[src/hdl/vtm_pkg.sv]
// Shared widths, register indexes and the tetrahedron corner table of the voxel mesher.
package vtm_pkg;

	// Default for the largest grid side along any axis.
	localparam int MAX_SIDE_DEF = 1024;

	// Field widths of the configuration registers and the record fields.
	localparam int CNT_W   = 11;
	localparam int SPC_W   = 24;
	localparam int CFG_W   = 24;
	localparam int IDX_W   = 3;
	localparam int GRAIN_W = 32;
	localparam int RIDX_W  = 33;
	localparam int NODE_W  = 31;
	localparam int POS_W   = 36;

	// Internal widths: one lattice plane, the voxel number and the multiplier operands.
	localparam int PLANE_W = 21;
	localparam int VOX_W   = 30;
	localparam int MUL_A_W = 21;
	localparam int MUL_B_W = 24;
	localparam int MUL_P_W = MUL_A_W + MUL_B_W;

	// Records per voxel and the count of vertex records at its start.
	localparam int REC_PER_VOXEL = 14;
	localparam int VERTS_PER_VOXEL = 8;

	// Configuration register indexes.
	localparam logic [IDX_W-1:0] REG_X_COUNT   = 3'd0;
	localparam logic [IDX_W-1:0] REG_Y_COUNT   = 3'd1;
	localparam logic [IDX_W-1:0] REG_Z_COUNT   = 3'd2;
	localparam logic [IDX_W-1:0] REG_X_SPACING = 3'd3;
	localparam logic [IDX_W-1:0] REG_Y_SPACING = 3'd4;
	localparam logic [IDX_W-1:0] REG_Z_SPACING = 3'd5;

	// Reset values of the configuration registers.
	localparam logic [CNT_W-1:0] COUNT_RST   = 11'd1;
	localparam logic [SPC_W-1:0] SPACING_RST = 24'd65536;

	// Record kinds.
	localparam logic KIND_VERTEX = 1'b0;
	localparam logic KIND_TET    = 1'b1;

	// Corner number of slot f of tetrahedron t; all six share the diagonal from corner 1 to 6.
	function automatic logic [2:0] tet_corner(input logic [2:0] t, input logic [1:0] f);
		logic [11:0] row;
		case (t)
			3'd0:    row = {3'd0, 3'd1, 3'd2, 3'd6};
			3'd1:    row = {3'd1, 3'd3, 3'd2, 3'd6};
			3'd2:    row = {3'd0, 3'd1, 3'd6, 3'd4};
			3'd3:    row = {3'd1, 3'd3, 3'd6, 3'd7};
			3'd4:    row = {3'd1, 3'd4, 3'd5, 3'd6};
			3'd5:    row = {3'd5, 3'd7, 3'd1, 3'd6};
			default: row = '0;
		endcase
		case (f)
			2'd0:    return row[11:9];
			2'd1:    return row[8:6];
			2'd2:    return row[5:3];
			default: return row[2:0];
		endcase
	endfunction

endpackage

[src/hdl/vtm_mul.sv]
// Shared unsigned multiplier with a registered product.
module vtm_mul (
	input  logic                         clk,
	input  logic [vtm_pkg::MUL_A_W-1:0]  a,
	input  logic [vtm_pkg::MUL_B_W-1:0]  b,
	output logic [vtm_pkg::MUL_P_W-1:0]  prod
);

	// One product per cycle, available on the next cycle.
	always_ff @(posedge clk) begin
		prod <= vtm_pkg::MUL_P_W'(a) * vtm_pkg::MUL_P_W'(b);
	end

endmodule

[src/hdl/voxel_to_tetrahedra_mesher_unit.sv]
// Top level of the voxel mesher: scan counters, multiply sequencer and record output.
// The block takes one grain id per voxel in raster order (x fastest, then y, then z) and
// answers each with fourteen records: the eight corner vertices of the voxel, corner n with
// bit 0 for +x, bit 1 for +y and bit 2 for +z, then the six tetrahedra that split the cube
// along the diagonal from corner 1 to corner 6. Vertex coordinates are (2p-1)*spacing in
// units of 2^-17, and shared vertices are sent again for every voxel that touches them.
// One voxel at a time occupies the block: it takes the item, then a single multiplier
// works out the lattice plane sizes, the node and voxel bases and the three coordinate
// products one after another, and then the fourteen records go out, one record per cycle
// while the output is not stalled. in_stall stays high from the take until the last
// record is loaded. A count of zero acts as one, a count above MAX_SIDE acts as MAX_SIDE,
// and any write to a listed register restarts the scan at voxel (0,0,0); writes are taken
// only while the block is idle.
module voxel_to_tetrahedra_mesher_unit #(
	parameter int MAX_SIDE = vtm_pkg::MAX_SIDE_DEF
) (
	input  logic                              clk,
	input  logic                              arst_n,

	input  logic                              cfg_valid,
	output logic                              cfg_ready,
	input  logic [vtm_pkg::IDX_W-1:0]         cfg_index,
	input  logic [vtm_pkg::CFG_W-1:0]         cfg_data,

	input  logic                              in_valid,
	output logic                              in_stall,
	input  logic signed [vtm_pkg::GRAIN_W-1:0] grain_label,

	output logic                              out_valid,
	input  logic                              out_stall,
	output logic                              record_kind,
	output logic [vtm_pkg::RIDX_W-1:0]        record_index,
	output logic [vtm_pkg::NODE_W-1:0]        corner_a,
	output logic [vtm_pkg::NODE_W-1:0]        corner_b,
	output logic [vtm_pkg::NODE_W-1:0]        corner_c,
	output logic [vtm_pkg::NODE_W-1:0]        corner_d,
	output logic signed [vtm_pkg::POS_W-1:0]  pos_x,
	output logic signed [vtm_pkg::POS_W-1:0]  pos_y,
	output logic signed [vtm_pkg::POS_W-1:0]  pos_z,
	output logic signed [vtm_pkg::GRAIN_W-1:0] tet_grain,
	output logic                              last_of_voxel
);

	localparam int PW   = $clog2(MAX_SIDE);
	localparam int CW   = PW + 1;
	localparam int MAW  = vtm_pkg::MUL_A_W;
	localparam int MBW  = vtm_pkg::MUL_B_W;
	localparam int MPW  = vtm_pkg::MUL_P_W;
	localparam int NW   = vtm_pkg::NODE_W;
	localparam int VW   = vtm_pkg::VOX_W;
	localparam int RW   = vtm_pkg::RIDX_W;
	localparam int PLW  = vtm_pkg::PLANE_W;
	localparam int SW   = vtm_pkg::SPC_W;
	localparam int CNTW = vtm_pkg::CNT_W;
	localparam int PSW  = vtm_pkg::POS_W;
	localparam int GW   = vtm_pkg::GRAIN_W;
	localparam logic [3:0] LAST_REC = 4'(vtm_pkg::REC_PER_VOXEL - 1);
	localparam logic [3:0] FIRST_TET = 4'(vtm_pkg::VERTS_PER_VOXEL);

	// Control states, one-hot.
	typedef enum logic [2:0] {
		S_IDLE = 3'b001,
		S_CALC = 3'b010,
		S_EMIT = 3'b100
	} state_t;

	// Multiply sequence, one-hot; each step but the last issues one product, and each step
	// but the first stores the one from the step before.
	typedef enum logic [9:0] {
		ST_PLANE1  = 10'b00_0000_0001,
		ST_PLANE0  = 10'b00_0000_0010,
		ST_NODE_K  = 10'b00_0000_0100,
		ST_NODE_J  = 10'b00_0000_1000,
		ST_VOX_K   = 10'b00_0001_0000,
		ST_VOX_J   = 10'b00_0010_0000,
		ST_COORD_X = 10'b00_0100_0000,
		ST_COORD_Y = 10'b00_1000_0000,
		ST_COORD_Z = 10'b01_0000_0000,
		ST_FINISH  = 10'b10_0000_0000
	} step_t;

	state_t state_q;
	step_t  step_q;
	logic [3:0] rec_q;

	logic [CNTW-1:0] x_count_q, y_count_q, z_count_q;
	logic [SW-1:0]   x_spacing_q, y_spacing_q, z_spacing_q;
	logic [PW-1:0]   col_q, row_q, slice_q;

	logic signed [GW-1:0] grain_q;
	logic [PLW-1:0] plane1_q, plane0_q;
	logic [NW-1:0]  nbase_q;
	logic [VW-1:0]  vbase_q;
	logic [RW-1:0]  tidx_q;
	logic signed [PSW-1:0] cx0_q, cx1_q, cy0_q, cy1_q, cz0_q, cz1_q;

	logic [CW-1:0] nx, ny, nz, nx1, ny1;
	logic [MAW-1:0] mul_a;
	logic [MBW-1:0] mul_b;
	logic [MPW-1:0] prod;
	logic signed [PSW-1:0] c0_new, c1_new;

	logic in_take, out_free;
	logic [2:0] tet_t;
	logic rk_d, last_d;
	logic [RW-1:0] ridx_d;
	logic [NW-1:0] ca_d, cb_d, cc_d, cd_d;
	logic signed [PSW-1:0] px_d, py_d, pz_d;
	logic signed [GW-1:0] grain_d;

	// Count as used by the scan: zero acts as one, large values clamp to MAX_SIDE.
	function automatic logic [CW-1:0] eff_count(input logic [CNTW-1:0] c);
		if (c == '0) begin
			return CW'(1);
		end else if (c > CNTW'(MAX_SIDE)) begin
			return CW'(MAX_SIDE);
		end
		return c[CW-1:0];
	endfunction

	// Lattice node of corner c of the current voxel.
	function automatic logic [NW-1:0] node_of(input logic [2:0] c, input logic [NW-1:0] base,
			input logic [PLW-1:0] plane, input logic [CW-1:0] row_len);
		logic [NW-1:0] dz_off, dy_off;
		dz_off = c[2] ? NW'(plane) : '0;
		dy_off = c[1] ? NW'(row_len) : '0;
		return base + dz_off + dy_off + NW'(c[0]);
	endfunction

	assign nx  = eff_count(x_count_q);
	assign ny  = eff_count(y_count_q);
	assign nz  = eff_count(z_count_q);
	assign nx1 = nx + CW'(1);
	assign ny1 = ny + CW'(1);

	assign in_stall  = (state_q != S_IDLE);
	assign cfg_ready = (state_q == S_IDLE);
	assign in_take   = in_valid && (state_q == S_IDLE);
	assign out_free  = !out_valid || !out_stall;

	// Operand selection for the shared multiplier.
	always_comb begin
		mul_a = '0;
		mul_b = '0;
		unique case (step_q)
			ST_PLANE1: begin
				mul_a = MAW'(nx1);
				mul_b = MBW'(ny1);
			end
			ST_PLANE0: begin
				mul_a = MAW'(nx);
				mul_b = MBW'(ny);
			end
			ST_NODE_K: begin
				mul_a = MAW'(plane1_q);
				mul_b = MBW'(slice_q);
			end
			ST_NODE_J: begin
				mul_a = MAW'(nx1);
				mul_b = MBW'(row_q);
			end
			ST_VOX_K: begin
				mul_a = MAW'(plane0_q);
				mul_b = MBW'(slice_q);
			end
			ST_VOX_J: begin
				mul_a = MAW'(nx);
				mul_b = MBW'(row_q);
			end
			ST_COORD_X: begin
				mul_a = MAW'(col_q);
				mul_b = x_spacing_q;
			end
			ST_COORD_Y: begin
				mul_a = MAW'(row_q);
				mul_b = y_spacing_q;
			end
			ST_COORD_Z: begin
				mul_a = MAW'(slice_q);
				mul_b = z_spacing_q;
			end
			ST_FINISH: begin
				mul_a = '0;
				mul_b = '0;
			end
			default: begin
				mul_a = '0;
				mul_b = '0;
			end
		endcase
	end

	vtm_mul u_mul (
		.clk  (clk),
		.a    (mul_a),
		.b    (mul_b),
		.prod (prod)
	);

	// Coordinate pair from p*spacing: the low corner is 2ps - s, the high one 2ps + s.
	always_comb begin
		logic [SW-1:0] spc;
		unique case (step_q)
			ST_COORD_Y: spc = x_spacing_q;
			ST_COORD_Z: spc = y_spacing_q;
			default:    spc = z_spacing_q;
		endcase
		c0_new = $signed({1'b0, prod[PSW-3:0], 1'b0}) - $signed(PSW'(spc));
		c1_new = $signed({1'b0, prod[PSW-3:0], 1'b0}) + $signed(PSW'(spc));
	end

	// Control: state, multiply step, record counter, scan position and configuration.
	always_ff @(posedge clk or negedge arst_n) begin
		if (!arst_n) begin
			state_q     <= S_IDLE;
			step_q      <= ST_PLANE1;
			rec_q       <= '0;
			col_q       <= '0;
			row_q       <= '0;
			slice_q     <= '0;
			x_count_q   <= vtm_pkg::COUNT_RST;
			y_count_q   <= vtm_pkg::COUNT_RST;
			z_count_q   <= vtm_pkg::COUNT_RST;
			x_spacing_q <= vtm_pkg::SPACING_RST;
			y_spacing_q <= vtm_pkg::SPACING_RST;
			z_spacing_q <= vtm_pkg::SPACING_RST;
			out_valid   <= 1'b0;
		end else begin
			// Configuration writes; a listed register also restarts the scan.
			if (cfg_valid && cfg_ready) begin
				unique case (cfg_index)
					vtm_pkg::REG_X_COUNT:   x_count_q   <= cfg_data[CNTW-1:0];
					vtm_pkg::REG_Y_COUNT:   y_count_q   <= cfg_data[CNTW-1:0];
					vtm_pkg::REG_Z_COUNT:   z_count_q   <= cfg_data[CNTW-1:0];
					vtm_pkg::REG_X_SPACING: x_spacing_q <= cfg_data[SW-1:0];
					vtm_pkg::REG_Y_SPACING: y_spacing_q <= cfg_data[SW-1:0];
					vtm_pkg::REG_Z_SPACING: z_spacing_q <= cfg_data[SW-1:0];
					default: ;
				endcase
				case (cfg_index) inside
					vtm_pkg::REG_X_COUNT, vtm_pkg::REG_Y_COUNT, vtm_pkg::REG_Z_COUNT,
					vtm_pkg::REG_X_SPACING, vtm_pkg::REG_Y_SPACING,
					vtm_pkg::REG_Z_SPACING: begin
						col_q   <= '0;
						row_q   <= '0;
						slice_q <= '0;
					end
					default: ;
				endcase
			end

			// The output register fills when a record is loaded and otherwise empties on a
			// transfer.
			if (state_q == S_EMIT && out_free) begin
				out_valid <= 1'b1;
			end else if (out_valid && !out_stall) begin
				out_valid <= 1'b0;
			end

			unique case (state_q)
				S_IDLE: begin
					if (in_take) begin
						state_q <= S_CALC;
						step_q  <= ST_PLANE1;
					end
				end
				S_CALC: begin
					if (step_q == ST_FINISH) begin
						state_q <= S_EMIT;
						rec_q   <= '0;
						step_q  <= ST_PLANE1;
						// Advance the raster position, x fastest.
						if ({1'b0, col_q} + CW'(1) < nx) begin
							col_q <= col_q + PW'(1);
						end else begin
							col_q <= '0;
							if ({1'b0, row_q} + CW'(1) < ny) begin
								row_q <= row_q + PW'(1);
							end else begin
								row_q <= '0;
								if ({1'b0, slice_q} + CW'(1) < nz) begin
									slice_q <= slice_q + PW'(1);
								end else begin
									slice_q <= '0;
								end
							end
						end
					end else begin
						step_q <= step_t'(step_q << 1);
					end
				end
				S_EMIT: begin
					if (out_free) begin
						if (rec_q == LAST_REC) begin
							state_q <= S_IDLE;
						end else begin
							rec_q <= rec_q + 4'd1;
						end
					end
				end
				default: begin
					state_q <= S_IDLE;
				end
			endcase
		end
	end

	// Datapath: each step after the first stores the product issued in the step before it.
	always_ff @(posedge clk) begin
		if (in_take) begin
			grain_q <= grain_label;
		end
		if (state_q == S_CALC) begin
			unique case (step_q)
				ST_PLANE0:  plane1_q <= prod[PLW-1:0];
				ST_NODE_K:  plane0_q <= prod[PLW-1:0];
				ST_NODE_J:  nbase_q  <= prod[NW-1:0] + NW'(col_q);
				ST_VOX_K:   nbase_q  <= nbase_q + prod[NW-1:0];
				ST_VOX_J:   vbase_q  <= prod[VW-1:0] + VW'(col_q);
				ST_COORD_X: vbase_q  <= vbase_q + prod[VW-1:0];
				ST_COORD_Y: begin
					cx0_q  <= c0_new;
					cx1_q  <= c1_new;
					tidx_q <= (RW'(vbase_q) << 2) + (RW'(vbase_q) << 1);
				end
				ST_COORD_Z: begin
					cy0_q <= c0_new;
					cy1_q <= c1_new;
				end
				ST_FINISH: begin
					cz0_q <= c0_new;
					cz1_q <= c1_new;
				end
				default: ;
			endcase
		end
	end

	// Contents of the record selected by the record counter.
	assign tet_t = 3'(rec_q - FIRST_TET);

	always_comb begin
		rk_d    = vtm_pkg::KIND_VERTEX;
		ridx_d  = '0;
		ca_d    = '0;
		cb_d    = '0;
		cc_d    = '0;
		cd_d    = '0;
		px_d    = '0;
		py_d    = '0;
		pz_d    = '0;
		grain_d = '0;
		last_d  = 1'b0;
		if (rec_q < FIRST_TET) begin
			ridx_d = RW'(node_of(rec_q[2:0], nbase_q, plane1_q, nx1));
			px_d   = rec_q[0] ? cx1_q : cx0_q;
			py_d   = rec_q[1] ? cy1_q : cy0_q;
			pz_d   = rec_q[2] ? cz1_q : cz0_q;
		end else begin
			rk_d    = vtm_pkg::KIND_TET;
			ridx_d  = tidx_q + RW'(tet_t);
			ca_d    = node_of(vtm_pkg::tet_corner(tet_t, 2'd0), nbase_q, plane1_q, nx1);
			cb_d    = node_of(vtm_pkg::tet_corner(tet_t, 2'd1), nbase_q, plane1_q, nx1);
			cc_d    = node_of(vtm_pkg::tet_corner(tet_t, 2'd2), nbase_q, plane1_q, nx1);
			cd_d    = node_of(vtm_pkg::tet_corner(tet_t, 2'd3), nbase_q, plane1_q, nx1);
			grain_d = grain_q;
			last_d  = (rec_q == LAST_REC);
		end
	end

	// Output register, loaded while records are emitted whenever it is empty or its record is being transferred.
	always_ff @(posedge clk) begin
		if (state_q == S_EMIT && out_free) begin
			record_kind   <= rk_d;
			record_index  <= ridx_d;
			corner_a      <= ca_d;
			corner_b      <= cb_d;
			corner_c      <= cc_d;
			corner_d      <= cd_d;
			pos_x         <= px_d;
			pos_y         <= py_d;
			pos_z         <= pz_d;
			tet_grain     <= grain_d;
			last_of_voxel <= last_d;
		end
	end

endmodule

[config.mk]
export PLATFORM = sky130hd
export DESIGN_NAME = voxel_to_tetrahedra_mesher_unit
export DESIGN_NICKNAME = d
export VERILOG_FILES = /design/src/hdl/vtm_pkg.sv /design/src/hdl/vtm_mul.sv /design/src/hdl/voxel_to_tetrahedra_mesher_unit.sv
export SDC_FILE = /design/constraint.sdc
export NUM_CORES = 2
export LEC_CHECK = 0
export ABC_CLOCK_PERIOD_IN_PS = 15400
export BUFFER_PORTS_ARGS = -buffer_cell sky130_fd_sc_hd__buf_4
export CAP_MARGIN = 0
export CORE_ASPECT_RATIO = 1.1
export CORE_UTILIZATION = 50
export CTS_CLUSTER_SIZE = 28
export DETAILED_ROUTE_END_ITERATION = 6
export GPL_ROUTABILITY_DRIVEN = 0
export PLACE_DENSITY = 0.67
export REMOVE_ABC_BUFFERS = 1
export SLEW_MARGIN = 20
export SYNTH_ARGS = -nofsm -noshare
export SYNTH_HDL_FRONTEND = slang
export SYNTH_SLANG_ARGS = --single-unit
[constraint.sdc]
create_clock -name clk -period 15.4 [get_ports clk]
set_clock_uncertainty 0.15 [all_clocks]
set_input_delay 0.77 -clock clk [delete_from_list [all_inputs] [get_ports clk]]
set_output_delay 0.77 -clock clk [all_outputs]
set_load 0.02 [all_outputs]
# [Word level (Yosys, flattened, before mapping)]
# Index checks and enable logic that the tools add are counted.
[totals] ff_bits=870 in_bits=64 output_inout_bits=302 wordCells=219
[op_classes] n_addsub=33 n_mul=1 n_lt_le_gt_ge=7 n_eq_ne=30 mux=72 n_reduce_logical=38
[ops] op="10-bit two-way mux" n=20
[ops] op="24-bit case mux with 7 select lines" n=1
[ops] op="31-bit by 1-bit adder with 31-bit output" n=5
[ops] op="31-bit by 11-bit adder with 31-bit output" n=5
[ops] op="31-bit by 21-bit adder with 31-bit output" n=5
[ops] op="11-bit two-way mux" n=14
[ops] op="21-bit case mux with 7 select lines" n=1
[ops] op="36-bit two-way mux" n=3
[ops] op="21-bit two-way mux" n=5
[ops] op="12-bit case mux with 6 select lines" n=1
[ops] op="31-bit case mux with 2 select lines" n=1
[ops] op="30-bit case mux with 2 select lines" n=1
[ops] op="24-bit case mux with 2 select lines" n=1
[ops] op="35-bit by 24-bit adder with 36-bit output" n=1
[ops] op="35-bit by 24-bit subtractor with 36-bit output" n=1
[ops] op="21-bit by 24-bit multiplier with 34-bit output" n=1
[ops] op="10-bit by 1-bit adder with 11-bit output, second input constant" n=3
[ops] op="32-bit by 31-bit adder with 33-bit output" n=1
[ops] op="33-bit by 3-bit adder with 33-bit output" n=1
[ops] op="11-bit greater-than comparator, second input constant" n=3
[ops] op="11-bit logical NOT" n=3
[ops] op="11-bit less-than comparator" n=3
[ops] op="31-bit by 10-bit adder with 31-bit output" n=1
[ops] op="31-bit adder" n=1
[ops] op="40 further kinds" n=99

# [Depth between registers and ports, before layout]
[logic_depth] depth_word=10 depth_mapped=35

# [By module]
# Synthesis repeated with hierarchy kept, for this count alone.
[hier_totals] hier_cells=6342 area_unflattened_um2=66612.6
[by_module_without_submodules] module="voxel_to_tetrahedra_mesher_unit" n_inst=1 cells_per_inst=4438 area_each_um2=49236.0 seq_area_each_um2=24228.2
[by_module_without_submodules] module="vtm_mul" n_inst=1 cells_per_inst=1904 area_each_um2=17376.7 seq_area_each_um2=900.9

# [Least setup slack after synthesis]
# OpenSTA, ideal clock, no wires.
[synth_timing] path_type="flip-flop to flip-flop" startpoint="reg x_count_q[4]" endpoint="reg u_mul.prod[31] (netlist name)" arrival_time_ns=8.074 required_ns=15.178 slack_ns=7.104 stages_incl_launch_ff=34 n_path_buf=2 period_less_slack_ns=8.296 cell_sequence="dfrtp_1 -> nor4_1 -> a31oi_1 -> nor2_1 -> ha_1 -> nand3_1 -> nor2_1 -> xor2_1 -> nand2_1 -> nor2_1 -> or3_1 -> clkbuf_1 -> clkbuf_1 -> nand2_1 -> fa_1 -> fa_1 -> fa_1 -> inv_1 -> fa_1 -> fa_1 -> fa_1 -> inv_1 -> fa_1 -> inv_1 -> ha_1 -> and4_1 -> and3_1 -> and3_1 -> o211ai_1 -> nand3_1 -> a41o_1 -> a21o_1 -> a21oi_1 -> xnor2_1"
[synth_between] elab_chain_cells=7 word_cells_on_any_way=9 classes_between="add/sub: 1; mul: 1; order compare: 1; mux: 5; reduce/logical: 1"
[synth_lines] item="from (decl)" line_no="voxel_to_tetrahedra_mesher_unit.sv:86" source="logic [CNTW-1:0] x_count_q, y_count_q, z_count_q;"
[synth_lines] item="from (signal assigned)" line_no="voxel_to_tetrahedra_mesher_unit.sv:221" source="x_count_q <= vtm_pkg::COUNT_RST;"
[synth_lines] item="from (signal assigned)" line_no="voxel_to_tetrahedra_mesher_unit.sv:232" source="vtm_pkg::REG_X_COUNT: x_count_q <= cfg_data[CNTW-1:0];"
[synth_lines] item="11-bit greater-than comparator" line_no="voxel_to_tetrahedra_mesher_unit.sv:115" source="end else if (c > CNTW'(MAX_SIDE)) begin"
[synth_lines] item="1-bit two-way mux" line_no="voxel_to_tetrahedra_mesher_unit.sv:115"
[synth_lines] item="1-bit two-way mux" line_no="voxel_to_tetrahedra_mesher_unit.sv:113" source="if (c == '0) begin"
[synth_lines] item="11-bit two-way mux (*)" line_no="voxel_to_tetrahedra_mesher_unit.sv:118" source="return c[CW-1:0];"
[synth_lines] item="11-bit by 1-bit adder with 11-bit output" line_no="voxel_to_tetrahedra_mesher_unit.sv:133" source="assign nx1 = nx + CW'(1);"
[synth_lines] item="21-bit case mux with 7 select lines (*)" line_no="voxel_to_tetrahedra_mesher_unit.sv:145" source="unique case (step_q)"
[synth_lines] item="21-bit by 24-bit multiplier with 34-bit output (*)" line_no="vtm_mul.sv:11" source="prod <= vtm_pkg::MUL_P_W'(a) * vtm_pkg::MUL_P_W'(b);"
[synth_lines] item="to (signal assigned)" line_no="vtm_mul.sv:11"
[synth_lines] item="to (decl)" line_no="vtm_mul.sv:6" source="output logic [vtm_pkg::MUL_P_W-1:0] prod"
# Every way passes the cells marked *; elsewhere a longest branch is shown, timed or not.
# A chain may end at the register's enable or synchronous reset.

# [Worst setup path in the final report]
[layout_timing] startpoint="reg x_count_q[4]" endpoint="reg u_mul.prod[33] (netlist name)"
# The elaborated chain is that of the path after synthesis.

==> flow_summary.toml <==
[setup_path]
cp.required_ns = 15.84
slowest_stage = "xor2_1"
critPathLaunchType = "flip-flop"
crit_fanout = 9
arrival_ns = 10.18
max_stage_delay_ns = 0.64
worstSetupPathType = "reg -> reg"
cp-end-kind = "flip-flop"
cpMostUsedCell = "fa_1"

[global_route]
antenna_found_initial = 8
grt_start_max_net_pins = 157
grt-ovfl-total = 0
grt_pass1_wl_microns = 273000
grt_usage = 0.281
grt_pass1_vias = 45900

[synthesis]
ys_warn_count = 0
synth_commonest_cells = "edfxtp_1, inv_1, nand2_1, nor2_1, ha_1"
ys.flop_type = "edfxtp_1"
yosys.area.top_type = "edfxtp_1"
synth_cell_types = 100
seq_area_frac_synth = 0.397
synth_area_leaders = "edfxtp_1, fa_1, ha_1"
synth_edf_count = 679
synth_most_common_cell = "edfxtp_1"
syn_inst = 5909
postSynthAreaPerCell_sq_um = 10.6
mappedNetlistArea_sq_um = 62700
synth_seq_cells = 866
synth_top_area_frac = 0.325
async_flop_share = 0.177

[cells_and_area]
final_layout_size_suffix_gt1_frac = 0.121
stdcell_area_sq_um = 70700
nets = 7208
num-fill-cells = 10500
area_growth_pct = 12.7
final_util = 0.571

[floorplan]
row_count = 135
die_w_microns = 340
core-area_sq_um = 124000
die-area_sq_um = 127000
io_pins = 366
fp.dieH_microns = 373
start_util = 0.507

[outcome]
violations = "negative hold slack"
status = "finished, violations left"

[sta]
hold_ws_ns = -0.0390
final.setup.worst_slack_ns = 5.66
slew_headroom = 0.252
min_period_over_period = 0.632
drv_slew = 0
setup_viol = 0
hold_viol = 10
fin_tns_setup_ns = 0
worst_slew_pin_slew_ns = 1.12
rsz0062_at_grt = "false"
fmaxAchievable_ghz = 0.103
min_period_ns = 9.74

[clocking]
cts_buffers = 93
clk_latency_ns = 0.73
ctsHoldBuffers = 0
cts_resized = 0
max-clock-path-buffers = 3
cts_root_buf = "clkbuf_16"
htreeDepth = 3
post_cts_buffers = 0
clkSinkCount = 866
clk_pin_slew_worst_paths_ns = 0.06
cts_tree = "yes"

[placement]
io_buffers = 365
pre_cts_ws_ns = 5.81
hpwl_microns = 136000
place_area_sq_um = 67500

[power]
ir_drop_v = 0.000186
power.leakage_nw = 30.6
power_density_nw_per_um2 = 144

[drt]
via_per_inst = 5.78
drtIter0Drc = 4028
firstDrtPassIters = 6
drc = 0
vias = 46400
ant_nets = 0
routedWlPerCell_microns = 22.3
wl_microns = 179000

[worst_hold_path]
worstHoldPathType = "in -> async"

[job]
cap_violations = 0
per-stage QoR:
stage / cells / total power [mW]
2_1_floorplan: 5776 / 6.29
3_3_place_gp: 7846 / 7.71
3_5_place_dp: 7846 / 7.81
4_1_cts: 8018 / 10.1
5_1_grt: 8024 / 10.8
6_report: 8025 / 10.2
worst max-delay path: cells and delay by family (launching register included):
family | cells | cell delay, ns
buffers and inverters | 4 | 0.20
DFF | 1 | 0.43
adders and majority gates | 9 | 4.06
AOI/OAI and AO/OA | 7 | 2.22
and+or+nand+nor | 9 | 1.75
xor gates and xnor gates | 2 | 0.75
worst paths after layout:
path | from | cells after the start | slack (ns) | to
worst max-delay path | x_count_q[4]$_DFFE_PN0P_ | 31 | 5.66 | u_mul.prod[33]$_DFF_P_
worst min-delay path | arst_n | 1 | -0.04 | z_count_q[7]$_DFFE_PN0P_
worst max register to register | x_count_q[4]$_DFFE_PN0P_ | 31 | 5.66 | u_mul.prod[33]$_DFF_P_
worst min register to register | grain_q[16]$_DFFE_PP_ | 1 | 0.37 | tet_grain[16]$_SDFFCE_PN0P_
max in group asynchronous | arst_n | 2 | 13.70 | y_spacing_q[19]$_DFFE_PN0P_
min in group clk | grain_label[24] | 1 | 0.09 | grain_q[24]$_DFFE_PP_
routing by layer:
| layer | share of wire | vias to the layer above | global-route usage | wire (microns) |
|---|---|---|---|---|
| met4 | 0.041 | 2 | 0.116 | 7310 |
| met5 | 0.000045 | - | 0 | 8 |
| met1 | 0.41 | 23000 | 0.368 | 72900 |
| li1 | - | 21300 | - | - |
| met2 | 0.48 | 1788 | 0.465 | 85000 |
| met3 | 0.074 | 377 | 0.0419 | 13300 |
flip-flops by register name, indices dropped and copies added (netlist names), 32 cells and up:
signal,flops
tet_grain,32
pos_y,36
pos_z,36
cz0_q,36
cx0_q,36
cz1_q,35
pos_x,36
tidx_q,32
cy1_q,35
cx1_q,35
u_mul.prod,34
cy0_q,36
record_index,33
grain_q,32
cells in the final DEF (no fill, tap or decap), drive strengths merged, types with 40 or more instances in the layout:
cell,synthesis,layout
o21bai,40,40
dfrtp,145,145
a211oi,51,51
clkbuf,176,107
a31oi,40,40
a21o,109,109
nand2b,67,67
xnor2,205,205
nor2,492,492
o21ai,186,186
mux2i,151,151
clkinv,4,45
inv,558,565
nand2,542,542
buf,42,427
and3,99,99
nor2b,53,53
mux2,121,121
nor3,85,85
edfxtp,679,679
a21oi,235,235
o21a,47,47
and2,213,213
fa,419,419
conb,2,87
nand3,115,115
ha,425,425
xor2,105,105
kinds of logic (layout without fill, tap and decap cells):
kind of cell             Yosys count  in the layout  share of synthesized area
XOR/XNOR                         310            310                     0.0433
flip-flops                       866            866                      0.397
other                              2             91                   0.000120
adder cells (fa/ha/maj)          844            844                      0.218
buffers and inverters            780           1163                     0.0474
AND/OR/NAND/NOR                 1853           1853                      0.143
AO/OA/AOI/OAI                    982            982                      0.105
multiplexers                     272            272                     0.0458
where the power goes:
group,total [mW],leakage [nW],switching (mW),internal [mW]
Clock,2.28,1.49,0.985,1.30
Combinational,4.64,20.4,2.93,1.71
Sequential,3.25,8.76,0.280,2.97
Total,10.2,30.6,4.20,5.98
area by class of cell:
cell class,count,area [sq um],share of cell area
Clock inverter,67,698,0.00988
Clock buffer,105,2390,0.0339
Sequential cell,866,24900,0.353
Multi-Input combinational cell,4348,35200,0.499
Inverter,562,2120,0.0300
Timing Repair Buffer,429,3240,0.0458
Antenna cell,4,10.0,0.000142
Tap cell,1644,2060,0.0291
Power figures use the tool's default switching activity.
